===== config.mk =====
export PLATFORM = sky130hd
export DESIGN_NAME = length_framed_packet_deframer_core
export DESIGN_NICKNAME = d
export VERILOG_FILES = /design/src/rtl/lfpd_pkg.sv /design/src/rtl/length_framed_packet_deframer_core.sv /design/src/rtl/lfpd_payload_store.sv
export SDC_FILE = /design/constraint.sdc
export NUM_CORES = 1
export LEC_CHECK = 0
export BUFFER_PORTS_ARGS = -buffer_cell sky130_fd_sc_hd__buf_2
export CAP_MARGIN = 15
export CORE_ASPECT_RATIO = 0.6
export CORE_MARGIN = 1
export CORE_UTILIZATION = 35
export DETAILED_ROUTE_END_ITERATION = 10
export PLACE_DENSITY = 0.53
export SLEW_MARGIN = 15
export SYNTH_ARGS = -nofsm -noshare
export SYNTH_HDL_FRONTEND = slang
export SYNTH_SLANG_ARGS = --single-unit

===== constraint.sdc =====
create_clock -name clock -period 5 [get_ports clock]
set_input_delay 0.25 -clock clock [delete_from_list [all_inputs] [get_ports clock]]
set_output_delay 0.25 -clock clock [all_outputs]
set_load 0.02 [all_outputs]

===== src/rtl/lfpd_pkg.sv =====
// lfpd_pkg: shared constants and types of the length framed packet deframer
// store geometry, event and register codes, store access struct
// no dependencies
`timescale 1ns / 1ps
`default_nettype none

package lfpd_pkg;

   localparam int STORE_DEPTH = 64;
   localparam int ADDR_W      = (STORE_DEPTH > 1) ? $clog2(STORE_DEPTH) : 1;
   localparam int POS_W       = $clog2(STORE_DEPTH + 1);
   localparam int CSR_IDX_W   = 8;

   localparam logic [7:0] START_CODE_RESET = 8'h01;
   localparam logic [7:0] END_CODE_RESET   = 8'h04;

   localparam logic [CSR_IDX_W-1:0] CSR_START_CODE = CSR_IDX_W'(0);
   localparam logic [CSR_IDX_W-1:0] CSR_END_CODE   = CSR_IDX_W'(1);

   typedef enum logic [2:0] {
      EV_OK       = 3'd0,
      EV_STRAY    = 3'd1,
      EV_PAYLOAD  = 3'd2,
      EV_EMPTY    = 3'd3,
      EV_BADEND   = 3'd4,
      EV_OVERFLOW = 3'd5
   } lfpd_event_type;

   typedef enum logic [7:0] {
      PH_WAIT    = 8'b0000_0001,
      PH_RES0    = 8'b0000_0010,
      PH_RES1    = 8'b0000_0100,
      PH_LEN     = 8'b0000_1000,
      PH_DATA    = 8'b0001_0000,
      PH_END     = 8'b0010_0000,
      PH_REL_RD  = 8'b0100_0000,
      PH_REL_OUT = 8'b1000_0000
   } lfpd_phase_type;

   typedef struct packed {
      logic              wr_en;
      logic [ADDR_W-1:0] wr_addr;
      logic [7:0]        wr_data;
      logic              rd_en;
      logic [ADDR_W-1:0] rd_addr;
   } lfpd_store_req_type;

endpackage

`default_nettype wire


===== src/rtl/length_framed_packet_deframer_core.sv =====
// length_framed_packet_deframer_core: frame parser, release sequencer, result register
// a status result is registered when its request is taken; a request is taken each cycle
// while the result register drains; a release of n payload bytes does one store read and
// one result load per byte, with requests stalled meanwhile
// reset: parser waits for start code, codes back to 1 and 4, result register empty,
// payload store not cleared; depends on lfpd_pkg and lfpd_payload_store
`timescale 1ns / 1ps
`default_nettype none

module length_framed_packet_deframer_core (
   input  wire                            clock,
   input  wire                            reset,
   input  wire                            req_valid,
   output logic                           req_stall,
   input  wire  [7:0]                     req_rx_byte,
   output logic                           rsp_valid,
   input  wire                            rsp_stall,
   output logic [2:0]                     rsp_event_res,
   output logic [7:0]                     rsp_payload_byte,
   output logic                           rsp_last_byte,
   input  wire                            csr_valid,
   output logic                           csr_ready,
   input  wire  [lfpd_pkg::CSR_IDX_W-1:0] csr_index,
   input  wire  [7:0]                     csr_wdata
);
   import lfpd_pkg::*;

   lfpd_phase_type     phase_ff, phase_in;
   logic [7:0]         remain_ff, remain_in;
   logic [POS_W-1:0]   wpos_ff, wpos_in;
   logic [POS_W-1:0]   rel_idx_ff, rel_idx_in;
   logic [7:0]         start_code_ff, end_code_ff;

   logic               out_valid_ff, out_valid_in;
   lfpd_event_type     out_event_ff, out_event_in;
   logic [7:0]         out_byte_ff, out_byte_in;
   logic               out_last_ff, out_last_in;

   lfpd_store_req_type store_req;
   logic [7:0]         rd_data;
   logic               releasing;
   logic               out_free;
   logic               req_fire;
   logic [POS_W-1:0]   wpos_inc;
   logic [7:0]         remain_dec;

   lfpd_payload_store u_store (
      .clock     (clock),
      .store_req (store_req),
      .rd_data   (rd_data)
   );

   assign releasing = phase_ff inside {PH_REL_RD, PH_REL_OUT};
   assign out_free  = !out_valid_ff || !rsp_stall;
   assign req_stall = releasing || !out_free;
   assign req_fire  = req_valid && !req_stall;
   assign wpos_inc  = wpos_ff + POS_W'(1);
   assign remain_dec = remain_ff - 8'd1;
   assign csr_ready = 1'b1;

   always_comb begin
      phase_in     = phase_ff;
      remain_in    = remain_ff;
      wpos_in      = wpos_ff;
      rel_idx_in   = rel_idx_ff;
      out_valid_in = out_valid_ff && rsp_stall;
      out_event_in = out_event_ff;
      out_byte_in  = out_byte_ff;
      out_last_in  = out_last_ff;
      store_req.wr_en   = 1'b0;
      store_req.wr_addr = wpos_ff[ADDR_W-1:0];
      store_req.wr_data = req_rx_byte;
      store_req.rd_en   = 1'b0;
      store_req.rd_addr = rel_idx_ff[ADDR_W-1:0];

      if (req_fire) begin
         out_valid_in = 1'b1;
         out_event_in = EV_OK;
         out_byte_in  = 8'd0;
         out_last_in  = 1'b0;
         case (phase_ff)
            PH_RES0: phase_in = PH_RES1;
            PH_RES1: phase_in = PH_LEN;
            PH_LEN: begin
               remain_in = req_rx_byte;
               phase_in  = (req_rx_byte != 8'd0) ? PH_DATA : PH_END;
            end
            PH_DATA: begin
               store_req.wr_en = 1'b1;
               wpos_in   = wpos_inc;
               remain_in = remain_dec;
               if (remain_dec == 8'd0) begin
                  phase_in = PH_END;
               end
               if (wpos_inc >= POS_W'(STORE_DEPTH)) begin
                  phase_in     = PH_WAIT;
                  remain_in    = 8'd0;
                  wpos_in      = '0;
                  out_event_in = EV_OVERFLOW;
               end
            end
            PH_END: begin
               phase_in  = PH_WAIT;
               remain_in = 8'd0;
               if (req_rx_byte != end_code_ff) begin
                  wpos_in      = '0;
                  out_event_in = EV_BADEND;
               end else if (wpos_ff == '0) begin
                  out_event_in = EV_EMPTY;
               end else begin
                  phase_in     = PH_REL_RD;
                  rel_idx_in   = '0;
                  out_valid_in = 1'b0;
               end
            end
            default: begin
               phase_in = PH_WAIT;
               if (req_rx_byte == start_code_ff) begin
                  phase_in = PH_RES0;
               end else begin
                  out_event_in = EV_STRAY;
               end
            end
         endcase
      end else if (phase_ff == PH_REL_RD) begin
         store_req.rd_en = 1'b1;
         phase_in = PH_REL_OUT;
      end else if ((phase_ff == PH_REL_OUT) && out_free) begin
         out_valid_in = 1'b1;
         out_event_in = EV_PAYLOAD;
         out_byte_in  = rd_data;
         out_last_in  = (rel_idx_ff + POS_W'(1)) == wpos_ff;
         rel_idx_in   = rel_idx_ff + POS_W'(1);
         if (out_last_in) begin
            phase_in = PH_WAIT;
            wpos_in  = '0;
         end else begin
            phase_in = PH_REL_RD;
         end
      end
   end

   always_ff @(posedge clock) begin
      if (reset) begin
         phase_ff      <= PH_WAIT;
         remain_ff     <= 8'd0;
         wpos_ff       <= '0;
         rel_idx_ff    <= '0;
         out_valid_ff  <= 1'b0;
         start_code_ff <= START_CODE_RESET;
         end_code_ff   <= END_CODE_RESET;
      end else begin
         phase_ff     <= phase_in;
         remain_ff    <= remain_in;
         wpos_ff      <= wpos_in;
         rel_idx_ff   <= rel_idx_in;
         out_valid_ff <= out_valid_in;
         if (csr_valid && csr_ready) begin
            if (csr_index == CSR_START_CODE) begin
               start_code_ff <= csr_wdata;
            end else if (csr_index == CSR_END_CODE) begin
               end_code_ff <= csr_wdata;
            end
         end
      end
   end

   always_ff @(posedge clock) begin
      out_event_ff <= out_event_in;
      out_byte_ff  <= out_byte_in;
      out_last_ff  <= out_last_in;
   end

   assign rsp_valid        = out_valid_ff;
   assign rsp_event_res    = out_event_ff;
   assign rsp_payload_byte = out_byte_ff;
   assign rsp_last_byte    = out_last_ff;

`ifndef SYNTHESIS
   a_no_request_in_release: assert property (@(posedge clock) disable iff (reset)
      releasing |-> req_stall)
      else $error("request accepted during release");

   a_wpos_in_range: assert property (@(posedge clock) disable iff (reset)
      wpos_ff < POS_W'(STORE_DEPTH))
      else $error("write position reached store depth");

   a_release_idx_valid: assert property (@(posedge clock) disable iff (reset)
      releasing |-> (rel_idx_ff < wpos_ff))
      else $error("release index beyond stored payload");

   a_last_is_payload: assert property (@(posedge clock) disable iff (reset)
      (rsp_valid && rsp_last_byte) |-> (rsp_event_res == EV_PAYLOAD))
      else $error("last flag on a status result");

   a_read_before_out: assert property (@(posedge clock) disable iff (reset)
      (phase_ff == PH_REL_OUT) |-> ($past(phase_ff) == PH_REL_RD
                                    || $past(phase_ff) == PH_REL_OUT))
      else $error("release output without store read");
`endif

endmodule

`default_nettype wire


===== src/rtl/lfpd_payload_store.sv =====
// lfpd_payload_store: payload byte memory, one write and one read port
// read data registered; depends on lfpd_pkg
`timescale 1ns / 1ps
`default_nettype none

module lfpd_payload_store (
   input  wire                            clock,
   input  wire lfpd_pkg::lfpd_store_req_type store_req,
   output logic [7:0]                     rd_data
);
   import lfpd_pkg::*;

   logic [7:0] store_ff [STORE_DEPTH];
   logic [7:0] rd_data_ff;

   always_ff @(posedge clock) begin
      if (store_req.wr_en) begin
         store_ff[store_req.wr_addr] <= store_req.wr_data;
      end
      if (store_req.rd_en) begin
         rd_data_ff <= store_ff[store_req.rd_addr];
      end
   end

   assign rd_data = rd_data_ff;

endmodule

`default_nettype wire


**Word-level counts from Yosys, hierarchy flattened**

Memory sizes are Yosys's and may differ from the RTL's. A register that Yosys moved wholly into a read port is not among the register bits.
Index checks and enable logic that the tools add are counted.

- Memories: 1
- Memory bits (writable): 512
- Register bits: 59
- Bits of input ports: 29
- Output and inout bits: 15

Memory list:

| name | depth | width | rd ports | clocked after Yosys merged registers in | write ports | line | source |
|---|---|---|---|---|---|---|---|
| u_store.store_ff | 64 | 8 | 1 | 1 | 1 | lfpd_payload_store.sv:13 | `logic [7:0] store_ff [STORE_DEPTH];` |

- Eq/ne operators: 18
- Reductions and logical operators: 27
- $add $sub $neg: 3
- Muxes and demuxes: 46
- Magnitude comparators: 1
- Bitwise operators: 2

Operators with widths:

| operator | number |
|---|---|
| $mux W7 | 15 |
| $mux W8 | 6 |
| $pmux W8 S5 | 1 |
| $pmux W8 S3 | 1 |
| $logic_not A8 Y1 | 2 |
| $mux W3 | 5 |
| $add A7 B1 Y7 const B | 2 |
| $pmux W7 S2 | 1 |
| $mux W1 | 13 |
| $reduce_and A2 Y1 | 5 |
| $reduce_and A5 Y1 | 2 |
| $pmux W3 S3 | 1 |
| $eq A8 B1 Y1 const B | 1 |
| $eq A8 B2 Y1 const B | 1 |
| $eq A8 B3 Y1 const B | 1 |
| $eq A8 B4 Y1 const B | 1 |
| $eq A8 B5 Y1 const B | 1 |
| $eq A8 B6 Y1 const B | 1 |
| $eq A8 B7 Y1 const B | 1 |
| $eq A8 B8 Y1 | 1 |
| $eq A8 B8 Y1 const B | 1 |
| $ne A8 B8 Y1 | 1 |
| $reduce_bool A8 Y1 | 1 |
| $sub A8 B1 Y8 const B | 1 |
| 18 further kinds | 31 |

**Depth between registers and ports, before layout**

Gate-level depths: netlist (run 1).

- Word-level depth: 9
- Mapped depth: 9
- Mapped depth without buffers: 8

**Hierarchy**

A second synthesis (run 1) with hierarchy kept.

- Cells, all modules: 1345
- Area total of the unflattened synthesis: 23532.6 µm²

By module, submodules not included:

| module | cells an instance | instances | area an instance (µm²) | sequential area each (µm²) |
|---|---|---|---|---|
| lfpd_payload_store | 940 | 1 | 20246.9 | 15615.0 |
| length_framed_packet_deframer_core | 405 | 1 | 3285.7 | 1211.2 |

**Worst setup path after synthesis (run 1)**

OpenSTA, ideal clock, no wires.

- Path kind: flip-flop to flip-flop
- Start point: register rel_idx_ff[0]
- End point: register u_store.rd_data_ff[2], in the netlist u_store.rd_data[2] (read register of u_store.store_ff), data pin
- Cell stages (with the launch flop): 8
- Data required time: 4724 ps
- Arrival: 2263 ps
- Slack: 2462 ps
- Setup time: 276 ps
- Path buffers: 3
- Cells stage by stage: dfxtp_1 > buf_2 > buf_2 > buf_2 > mux4_2 > mux4_2 > a211oi_1 > a21oi_1

RTL lines:

| item | line | source |
|---|---|---|
| from (decl) | length_framed_packet_deframer_core.sv:31 | `logic [POS_W-1:0] rel_idx_ff, rel_idx_in;` |
| from (signal assigned) | length_framed_packet_deframer_core.sv:156 | `rel_idx_ff <= rel_idx_in;` |
| to (decl) | lfpd_payload_store.sv:14 | `logic [7:0] rd_data_ff;` |

**Final worst setup path (run 1)**

- Start point: register phase_ff[1]
- End point: memory u_store.store_ff[27][5] (enable)

- Longest elaborated chain between the ends: 8

RTL lines:

| item | line | source |
|---|---|---|
| from (decl) | length_framed_packet_deframer_core.sv:28 | `lfpd_phase_type phase_ff, phase_in;` |
| from (signal assigned) | length_framed_packet_deframer_core.sv:153 | `phase_ff <= phase_in;` |
| $eq A8 B7 Y1 or $eq A8 B8 Y1 (tied branches) | length_framed_packet_deframer_core.sv:53 | `assign releasing = phase_ff inside {PH_REL_RD, PH_REL_OUT};` |
| $reduce_bool A2 Y1 | length_framed_packet_deframer_core.sv:53 |  |
| $logic_or A1 B1 Y1 | length_framed_packet_deframer_core.sv:55 | `assign req_stall = releasing \|\| !out_free;` |
| $logic_not A1 Y1 | length_framed_packet_deframer_core.sv:56 | `assign req_fire = req_valid && !req_stall;` |
| $logic_and A1 B1 Y1 | length_framed_packet_deframer_core.sv:56 |  |
| $mux W1 * | length_framed_packet_deframer_core.sv:76 | `if (req_fire) begin` |
| $mux W1 * | lfpd_payload_store.sv:17 | `if (store_req.wr_en) begin` |
| $mux W1 (implied by the code) * | lfpd_payload_store.sv:18 | `store_ff[store_req.wr_addr] <= store_req.wr_data;` |
| to (decl) | lfpd_payload_store.sv:13 |  |

Every way passes the cells marked *; elsewhere a longest branch is shown, timed or not.

==> key figures, run 1 <==
Worst setup path
  • CP Capture Type: flip-flop
  • Setup crit start kind: flip-flop
  • CP most frequent cell: nor2_1
  • Worst path required time: 5.22 ns
  • CP startpoint: phase_ff[1]$_SDFFE_PP0P_
  • Reg-to-reg startpoint: phase_ff[1]$_SDFFE_PP0P_
  • Critical path's slowest cell: nor2_1
  • Crit path largest cell delay: 0.84 ns
  • Crit Path Class: reg -> reg
  • Crit-path cells: nor3_2 -> nand4_1 -> nor2_1 -> nand3_1 -> nor2_1
  • Critical Path AT: 3.70 ns
  • Crit path max fanout: 10

GRT
  • GRT Residual Overflow: 0
  • Pin count of the biggest net entering global routing: 67
  • GRT Overall Usage: 0.183
  • First-pass GRT wire length: 88900 um
  • Initial antenna violation count: 2
  • Number of global-route vias before repair: 12200

Detailed routing
  • Wirelength, routed: 61400 um
  • First-pass DRT Iterations: 5
  • Starting DRT DRC Count: 1379
  • Via count: 12400
  • DR WL/cell: 27.0 um
  • Vias/cell: 5.45
  • Remaining DRCs: 0
  • DRT antenna net count: 0

Placed design
  • DP HPWL: 39500 um
  • GPL Wtd Cong: 0.797
  • IO buf count: 42

Synth
  • Fraction of registers with async set/reset: 0
  • FF+latch count, synth: 579
  • Sequential-to-total area share from yosys stat: 0.718
  • Avg Cell Area, Syn: 18.5 um2
  • Compound-Gate Fraction of Synth Area: 0.0237
  • Synthesized Nets: 1299
  • Largest family of logic cells by synthesized area: multiplexers
  • Mux contribution to synthesized area: 0.168
  • Yosys warning count: 0
  • Count of different cell masters after synthesis: 63
  • Post-Synthesis Cells: 1265
  • XOR/XNOR share of the synthesized area: 0.0120
  • Synthesized-area fraction occupied by adder cells: 0.00267
  • Synth Flop Type: edfxtp_1
  • Area share of and/or/nand/nor cells after synthesis: 0.0614
  • Area of the mapped netlist: 23400 um2
  • Number of synthesized flops with an enable pin: 523

Job
  • Max_cap viols: 0

STA
  • RSZ-0062 raised after global routing: no
  • Worst clock skew: 0.0221 ns
  • Setup violations, final: 0
  • Rel. slew slack: 0.219
  • Final period util: 0.696
  • Setup TNS: 0 ns
  • Final hold violation count: 0
  • Max Slew Vio Count: 0
  • Worst slew pin tran: 1.16 ns
  • Post-layout min period: 3.48 ns
  • Max frequency: 287 MHz

Cells and area
  • Leading cell type in the layout, fill and taps excluded: edfxtp_1
  • Final Util: 0.401
  • Share of cells above drive strength 1: 0.244
  • Area Overhead vs Synth: 13.2%
  • # diodes: 0
  • Nets: 1369
  • Most frequent cells in the layout: 523 x edfxtp_1, 160 x mux4_2, 104 x nor2_1
  • Fillers: 5945

Status
  • Status: finished, final reports clean

Clocking
  • TritonCTS Buffers: 52
  • Total clock sinks: 579
  • Clock tree from TritonCTS: built
  • CTS Root Cell: clkbuf_16
  • Clock transition at path regs: 0.07 ns
  • Deepest clock path buffer count: 3
  • Worst skew pair latency: 0.61 ns
  • H-tree levels: 2
  • Post-CTS Setup Inserts: 0
  • Post-CTS resize count: 0
  • Hold Buf Count CTS: 8

Worst hold path
  • Hold Startpoint: req_rx_byte[3]
  • Worst Hold Class: in -> reg

Floorplan
  • DIE AREA: 68100 um2
  • Core Area: 66200 um2
  • Chip Width: 336 um
  • Top Ports: 44
  • Die height: 202 um
  • Initial Util: 0.354
  • Num rows: 73

Pwr
  • VDD IR-drop max: 243 uV
  • Static leakage: 8.18 nW
  • Power per cell area: 358 nW/um2
[metrics by stage]
step	area, um2	hold slack (ns)	std cells	total power, mW	setup slack, ns
after floorplan	23400	0.349	1265	5.44	2.46
after global placement	24800	0.441	2173	5.57	1.62
after detailed placement	24800	0.447	2173	5.58	1.62
after CTS	26500	0.119	2276	9.58	1.60
after global routing	26500	0.128	2276	9.78	1.40
final	26500	0.134	2276	9.51	1.52
[cells in the mapped netlist, drive strengths merged, types with 2 or more instances]
library cell / n / area [um2]
a21oi: 15 / 75.1
dfxtp: 56 / 1120
a32oi: 2 / 17.5
and3: 14 / 87.6
nor3b: 5 / 37.5
buf: 33 / 171
o41ai: 3 / 33.8
o41a: 2 / 22.5
nor3: 15 / 91.3
nand3: 28 / 153
nand2b: 6 / 37.5
a211o: 2 / 17.5
a311oi: 3 / 26.3
and4: 2 / 17.5
a21o: 2 / 15.0
o21a: 4 / 30.0
a211oi: 5 / 37.5
ha: 5 / 62.6
nor4: 11 / 75.1
xnor2: 17 / 149
mux2i: 26 / 260
a22oi: 4 / 30.0
or3: 6 / 42.5
nand4: 5 / 31.3
nor2: 106 / 398
nand2: 68 / 255
a31oi: 4 / 25.0
xor2: 15 / 131
or2: 4 / 25.0
nor2b: 10 / 62.6
mux4: 160 / 3600
o21ai: 21 / 105
or3b: 2 / 17.5
and2: 2 / 12.5
edfxtp: 523 / 15700
nand3b: 3 / 22.5
a21boi: 2 / 15.0
mux2: 6 / 67.6
nor4b: 5 / 43.8
inv: 8 / 30.0
a2111oi: 2 / 17.5
clkbuf: 38 / 143
o211ai: 6 / 45.0
[where the power goes]
group	total [mW]	switching (mW)	internal (mW)
sequential	5.28	0.00790	5.27
combinational	0.196	0.148	0.0479
clock	4.03	1.80	2.23
[kinds of logic after synthesis]
| family | count (synthesis) |
|---|---|
| AOI/OAI and AO/OA | 82 |
| xor gates and xnor gates | 32 |
| adders and majority gates | 5 |
| buffers and inverters | 79 |
| DFF | 579 |
| muxes | 192 |
| other | 1 |
| and+or+nand+nor | 295 |
[final timing paths]
| kind | end | slack [ns] | cells after the start |
|---|---|---|---|
| worst max-delay path | u_store.store_ff[27][5]$_DFFE_PP_ | 1.52 | 5 |
| worst min-delay path | u_store.store_ff[44][3]$_DFFE_PP_ | 0.13 | 1 |
| worst max register to register | u_store.store_ff[27][5]$_DFFE_PP_ | 1.52 | 5 |
| worst min register to register | rsp_payload_byte[2]$_SDFFE_PP0P_ | 0.46 | 2 |
[routing by layer]
metal,GRT usage,vias to the layer above,share of wire,wire [um]
li1,-,5232,-,-
met1,0.286,6625,0.48,29600
met2,0.245,467,0.41,25000
met3,0.0581,71,0.095,5840
met4,0.0349,0,0.015,936
met5,0,-,0,0
[worst max-delay path: cells and delay by family (launching register included)]
| kind | cells | cell delay [ns] |
|---|---|---|
| flops | 1 | 0.39 |
| simple gates | 5 | 2.71 |
[registers in the layout, indices dropped and copies added, names as in the netlist, 3 cells and up]
name and cells:
rsp_payload_byte 8, start_code_ff 8, wpos_ff 7, u_store.rd_data 8, end_code_ff 8, remain_ff 8, rel_idx_ff 7, phase_ff 8
rsp_event_res 3, u_store.store_ff 512
[cell type report]
class	count	area, um2	area share
clock buffer	66	1400	0.0526
clock inverter	29	270	0.0102
inverter	8	30.0	0.00113
multi-input combinational	607	6310	0.238
sequential	579	16800	0.634
tap	900	1130	0.0424
timing repair buffer	87	581	0.0219
(Power assumes the default switching activity.)
==> run 2, diff against run 1 <==
- clock period: 5 -> 3.5 ns (I/O delays scaled with it)
==> run 2 against run 1 <==
  * Final area up 2.1%
  * Count of clock-buffer cells in the layout increased by 5
  * Total power grew 41%
  * Largest cell class unchanged
  * Highest routed layer unchanged
==> key figures, run 2 (synthesis results as in run 1) <==
Detailed routing
  • Remaining DRCs: 0 (unchanged)
  • DR WL/cell: 25.9 um (was 27.0 um)
  • First-pass DRT Iterations: 6 (was 5)
  • DRT antenna net count: 0 (unchanged)
  • Via count: 12500 (was 12400)
  • Vias/cell: 5.32 (was 5.45)
  • Starting DRT DRC Count: 1371 (was 1379)
  • Wirelength, routed: 60900 um (was 61400 um)

Worst hold path
  • Hold Crit Depth: 1 (unchanged)
  • Worst Hold Class: in -> reg (unchanged)

GRT
  • GRT Residual Overflow: 0 (unchanged)
  • Pin count of the biggest net entering global routing: 66 (was 67)
  • Number of global-route vias before repair: 12400 (was 12200)
  • First-pass GRT wire length: 88800 um (was 88900 um)
  • GRT Overall Usage: 0.182 (was 0.183)
  • Initial antenna violation count: 4 (was 2)

Floorplan
  • Num rows: 73 (unchanged)
  • Chip Width: 336 um (unchanged)
  • Core Area: 66200 um2 (unchanged)
  • Initial Util: 0.354 (unchanged)
  • DIE AREA: 68100 um2 (unchanged)
  • Die height: 202 um (unchanged)
  • Top Ports: 44 (unchanged)

Pwr
  • Sequential share of power: 0.562 (was 0.555)
  • Switching share of total power: 0.202 (was 0.206)
  • Pint: 10.7 mW (was 7.55 mW)
  • Combinational Power Share: 0.021 (about the same)
  • Net Sw Power: 2.70 mW (was 1.96 mW)
  • Clock share of power: 0.417 (was 0.424)
  • Power per cell area: 495 nW/um2 (was 358 nW/um2)
  • Static leakage: 8.55 nW (was 8.18 nW)
  • VDD IR-drop max: 291 uV (was 243 uV)
  • Power, Total: 13.4 mW (was 9.51 mW)

Clocking
  • H-tree levels: 2 (unchanged)
  • Total clock sinks: 579 (unchanged)
  • Hold Buf Count CTS: 8 (unchanged)
  • Deepest clock path buffer count: 3 (unchanged)
  • Post-CTS Setup Inserts: 0 (unchanged)
  • Post-CTS resize count: 0 (unchanged)
  • TritonCTS Buffers: 52 (unchanged)
  • Worst skew pair latency: 0.59 ns (was 0.61 ns)
  • Clock transition at path regs: 0.06 ns (was 0.07 ns)
  • CTS Root Cell: clkbuf_16 (unchanged)
  • Clock tree from TritonCTS: built (unchanged)

Cells and area
  • Leading cell type in the layout, fill and taps excluded: edfxtp_1 (unchanged)
  • Area Overhead vs Synth: 15.6% (was 13.2%)
  • Design Area, Final: 27100 um2 (was 26500 um2)
  • Share of cells above drive strength 1: 0.277 (was 0.244)
  • Max reg flops: 512 (unchanged)
  • Largest Register: u_store.store_ff (unchanged)
  • Most frequent cells in the layout: 523 x edfxtp_1, 160 x mux4_2, 106 x nor2_1 (was 523 x edfxtp_1, 160 x mux4_2, 104 x nor2_1)
  • Nets: 1442 (was 1369)
  • Fillers: 5893 (was 5945)

Worst setup path
  • Worst path required time: 3.79 ns (was 5.22 ns)
  • Critical Path AT: 3.25 ns (was 3.70 ns)
  • Critical path's slowest cell: nor3_1 (was nor2_1)
  • Top Family by Delay on Critical Path: simple AND/OR/NAND/NOR gates (unchanged)
  • CP Capture Type: flip-flop (unchanged)
  • Crit-path cells: nor3_1 -> nand4_1 -> nor2_1 -> nand2_1 -> nor3_1 -> buf_4 (was nor3_2 -> nand4_1 -> nor2_1 -> nand3_1 -> nor2_1)
  • Buf/Inv on CP: 1 (was 0)
  • R2R cell count: 6 (was 5)
  • CP most frequent cell: nor3_1 (was nor2_1)
  • Setup crit start kind: flip-flop (unchanged)
  • Crit path largest cell delay: 0.61 ns (was 0.84 ns)
  • Crit path max fanout: 7 (was 10)
  • Worst path depth: 6 (was 5)
  • Crit Path Class: reg -> reg (unchanged)

STA
  • Final period util: 0.845 (was 0.696)
  • Worst slew pin tran: 0.951 ns (was 1.16 ns)
  • RSZ-0062 raised after global routing: no (unchanged)
  • Max Slew Vio Count: 0 (unchanged)
  • Max frequency: 338 MHz (was 287 MHz)
  • Worst clock skew: 0.0212 ns (was 0.0221 ns)
  • Rel. slew slack: 0.364 (was 0.219)
  • Final hold violation count: 0 (unchanged)
  • Setup TNS: 0 ns (unchanged)
  • Final hold slack: 0.0716 ns (was 0.134 ns)
  • Post-layout min period: 2.96 ns (was 3.48 ns)
  • Setup violations, final: 0 (unchanged)

Placed design
  • Cell area after placement: 25400 um2 (was 24800 um2)
  • GPL Wtd Cong: 0.817 (was 0.797)
  • IO buf count: 42 (unchanged)
  • DP HPWL: 39200 um (was 39500 um)

Job
  • Max_cap viols: 0 (unchanged)

Status
  • Status: finished, final reports clean (unchanged)
-- run 2: path summary, 6_finish.rpt --
path | slack (ns) | to | startpoint
worst max-delay path | 0.54 | u_store.store_ff[19][5]$_DFFE_PP_ | phase_ff[0]$_SDFFE_PP1P_
worst min-delay path | 0.07 | u_store.store_ff[56][4]$_DFFE_PP_ | req_rx_byte[4]
worst max register to register | 0.54 | u_store.store_ff[19][5]$_DFFE_PP_ | phase_ff[0]$_SDFFE_PP1P_
worst min register to register | 0.44 | rsp_payload_byte[1]$_SDFFE_PP0P_ | u_store.rd_data[1]$_DFFE_PP_
-- run 2: final cells by class --
| class | count | area (um2) | share of cell area |
|---|---|---|---|
| inverter | 8 | 30.0 | 0.00111 |
| multi-input combinational | 607 | 6290 | 0.232 |
| clock buffer | 71 | 1410 | 0.0521 |
| sequential | 579 | 16800 | 0.621 |
| tap | 900 | 1130 | 0.0415 |
| clock inverter | 23 | 204 | 0.00752 |
| timing repair buffer | 160 | 1220 | 0.0449 |
| antenna | 1 | 2.50 | 0.0000923 |
-- run 2: metrics by stage --
| step | util | std cells | worst slack, ns |
|---|---|---|---|
| CTS | 0.409 | 2348 | 0.605 |
| finish | 0.409 | 2349 | 0.542 |
| floorplan | - | 1265 | 0.962 |
| global placement | 0.384 | 2246 | 0.637 |
| detailed placement | 0.384 | 2246 | 0.622 |
| global route | 0.409 | 2348 | 0.414 |
-- run 2: worst register-to-register path: stages (launching register included) --
cell and delay (ns):
dfxtp_1 0.41, nor3_1 0.61, nand4_1 0.22, nor2_1 0.47, nand2_1 0.22, nor3_1 0.48, buf_4 0.27
-- run 2: metal layers --
layer | vias up | global-route usage | part of all wire
met1 | 6624 | 0.290 | 0.49
met5 | - | 0 | 0
met2 | 434 | 0.248 | 0.41
met4 | 0 | 0.0305 | 0.011
li1 | 5392 | - | -
met3 | 56 | 0.0470 | 0.083
-- run 2: power groups by stage --
stage / clock [mW] / sequential [mW] / combinational (mW)
after global routing: 5.94 / 7.54 / 0.307
after CTS: 5.71 / 7.54 / 0.287
after global placement: 0 / 7.69 / 0.275
after detailed placement: 0 / 7.69 / 0.281
after floorplan: 0 / 7.69 / 0.0834
final: 5.59 / 7.54 / 0.282
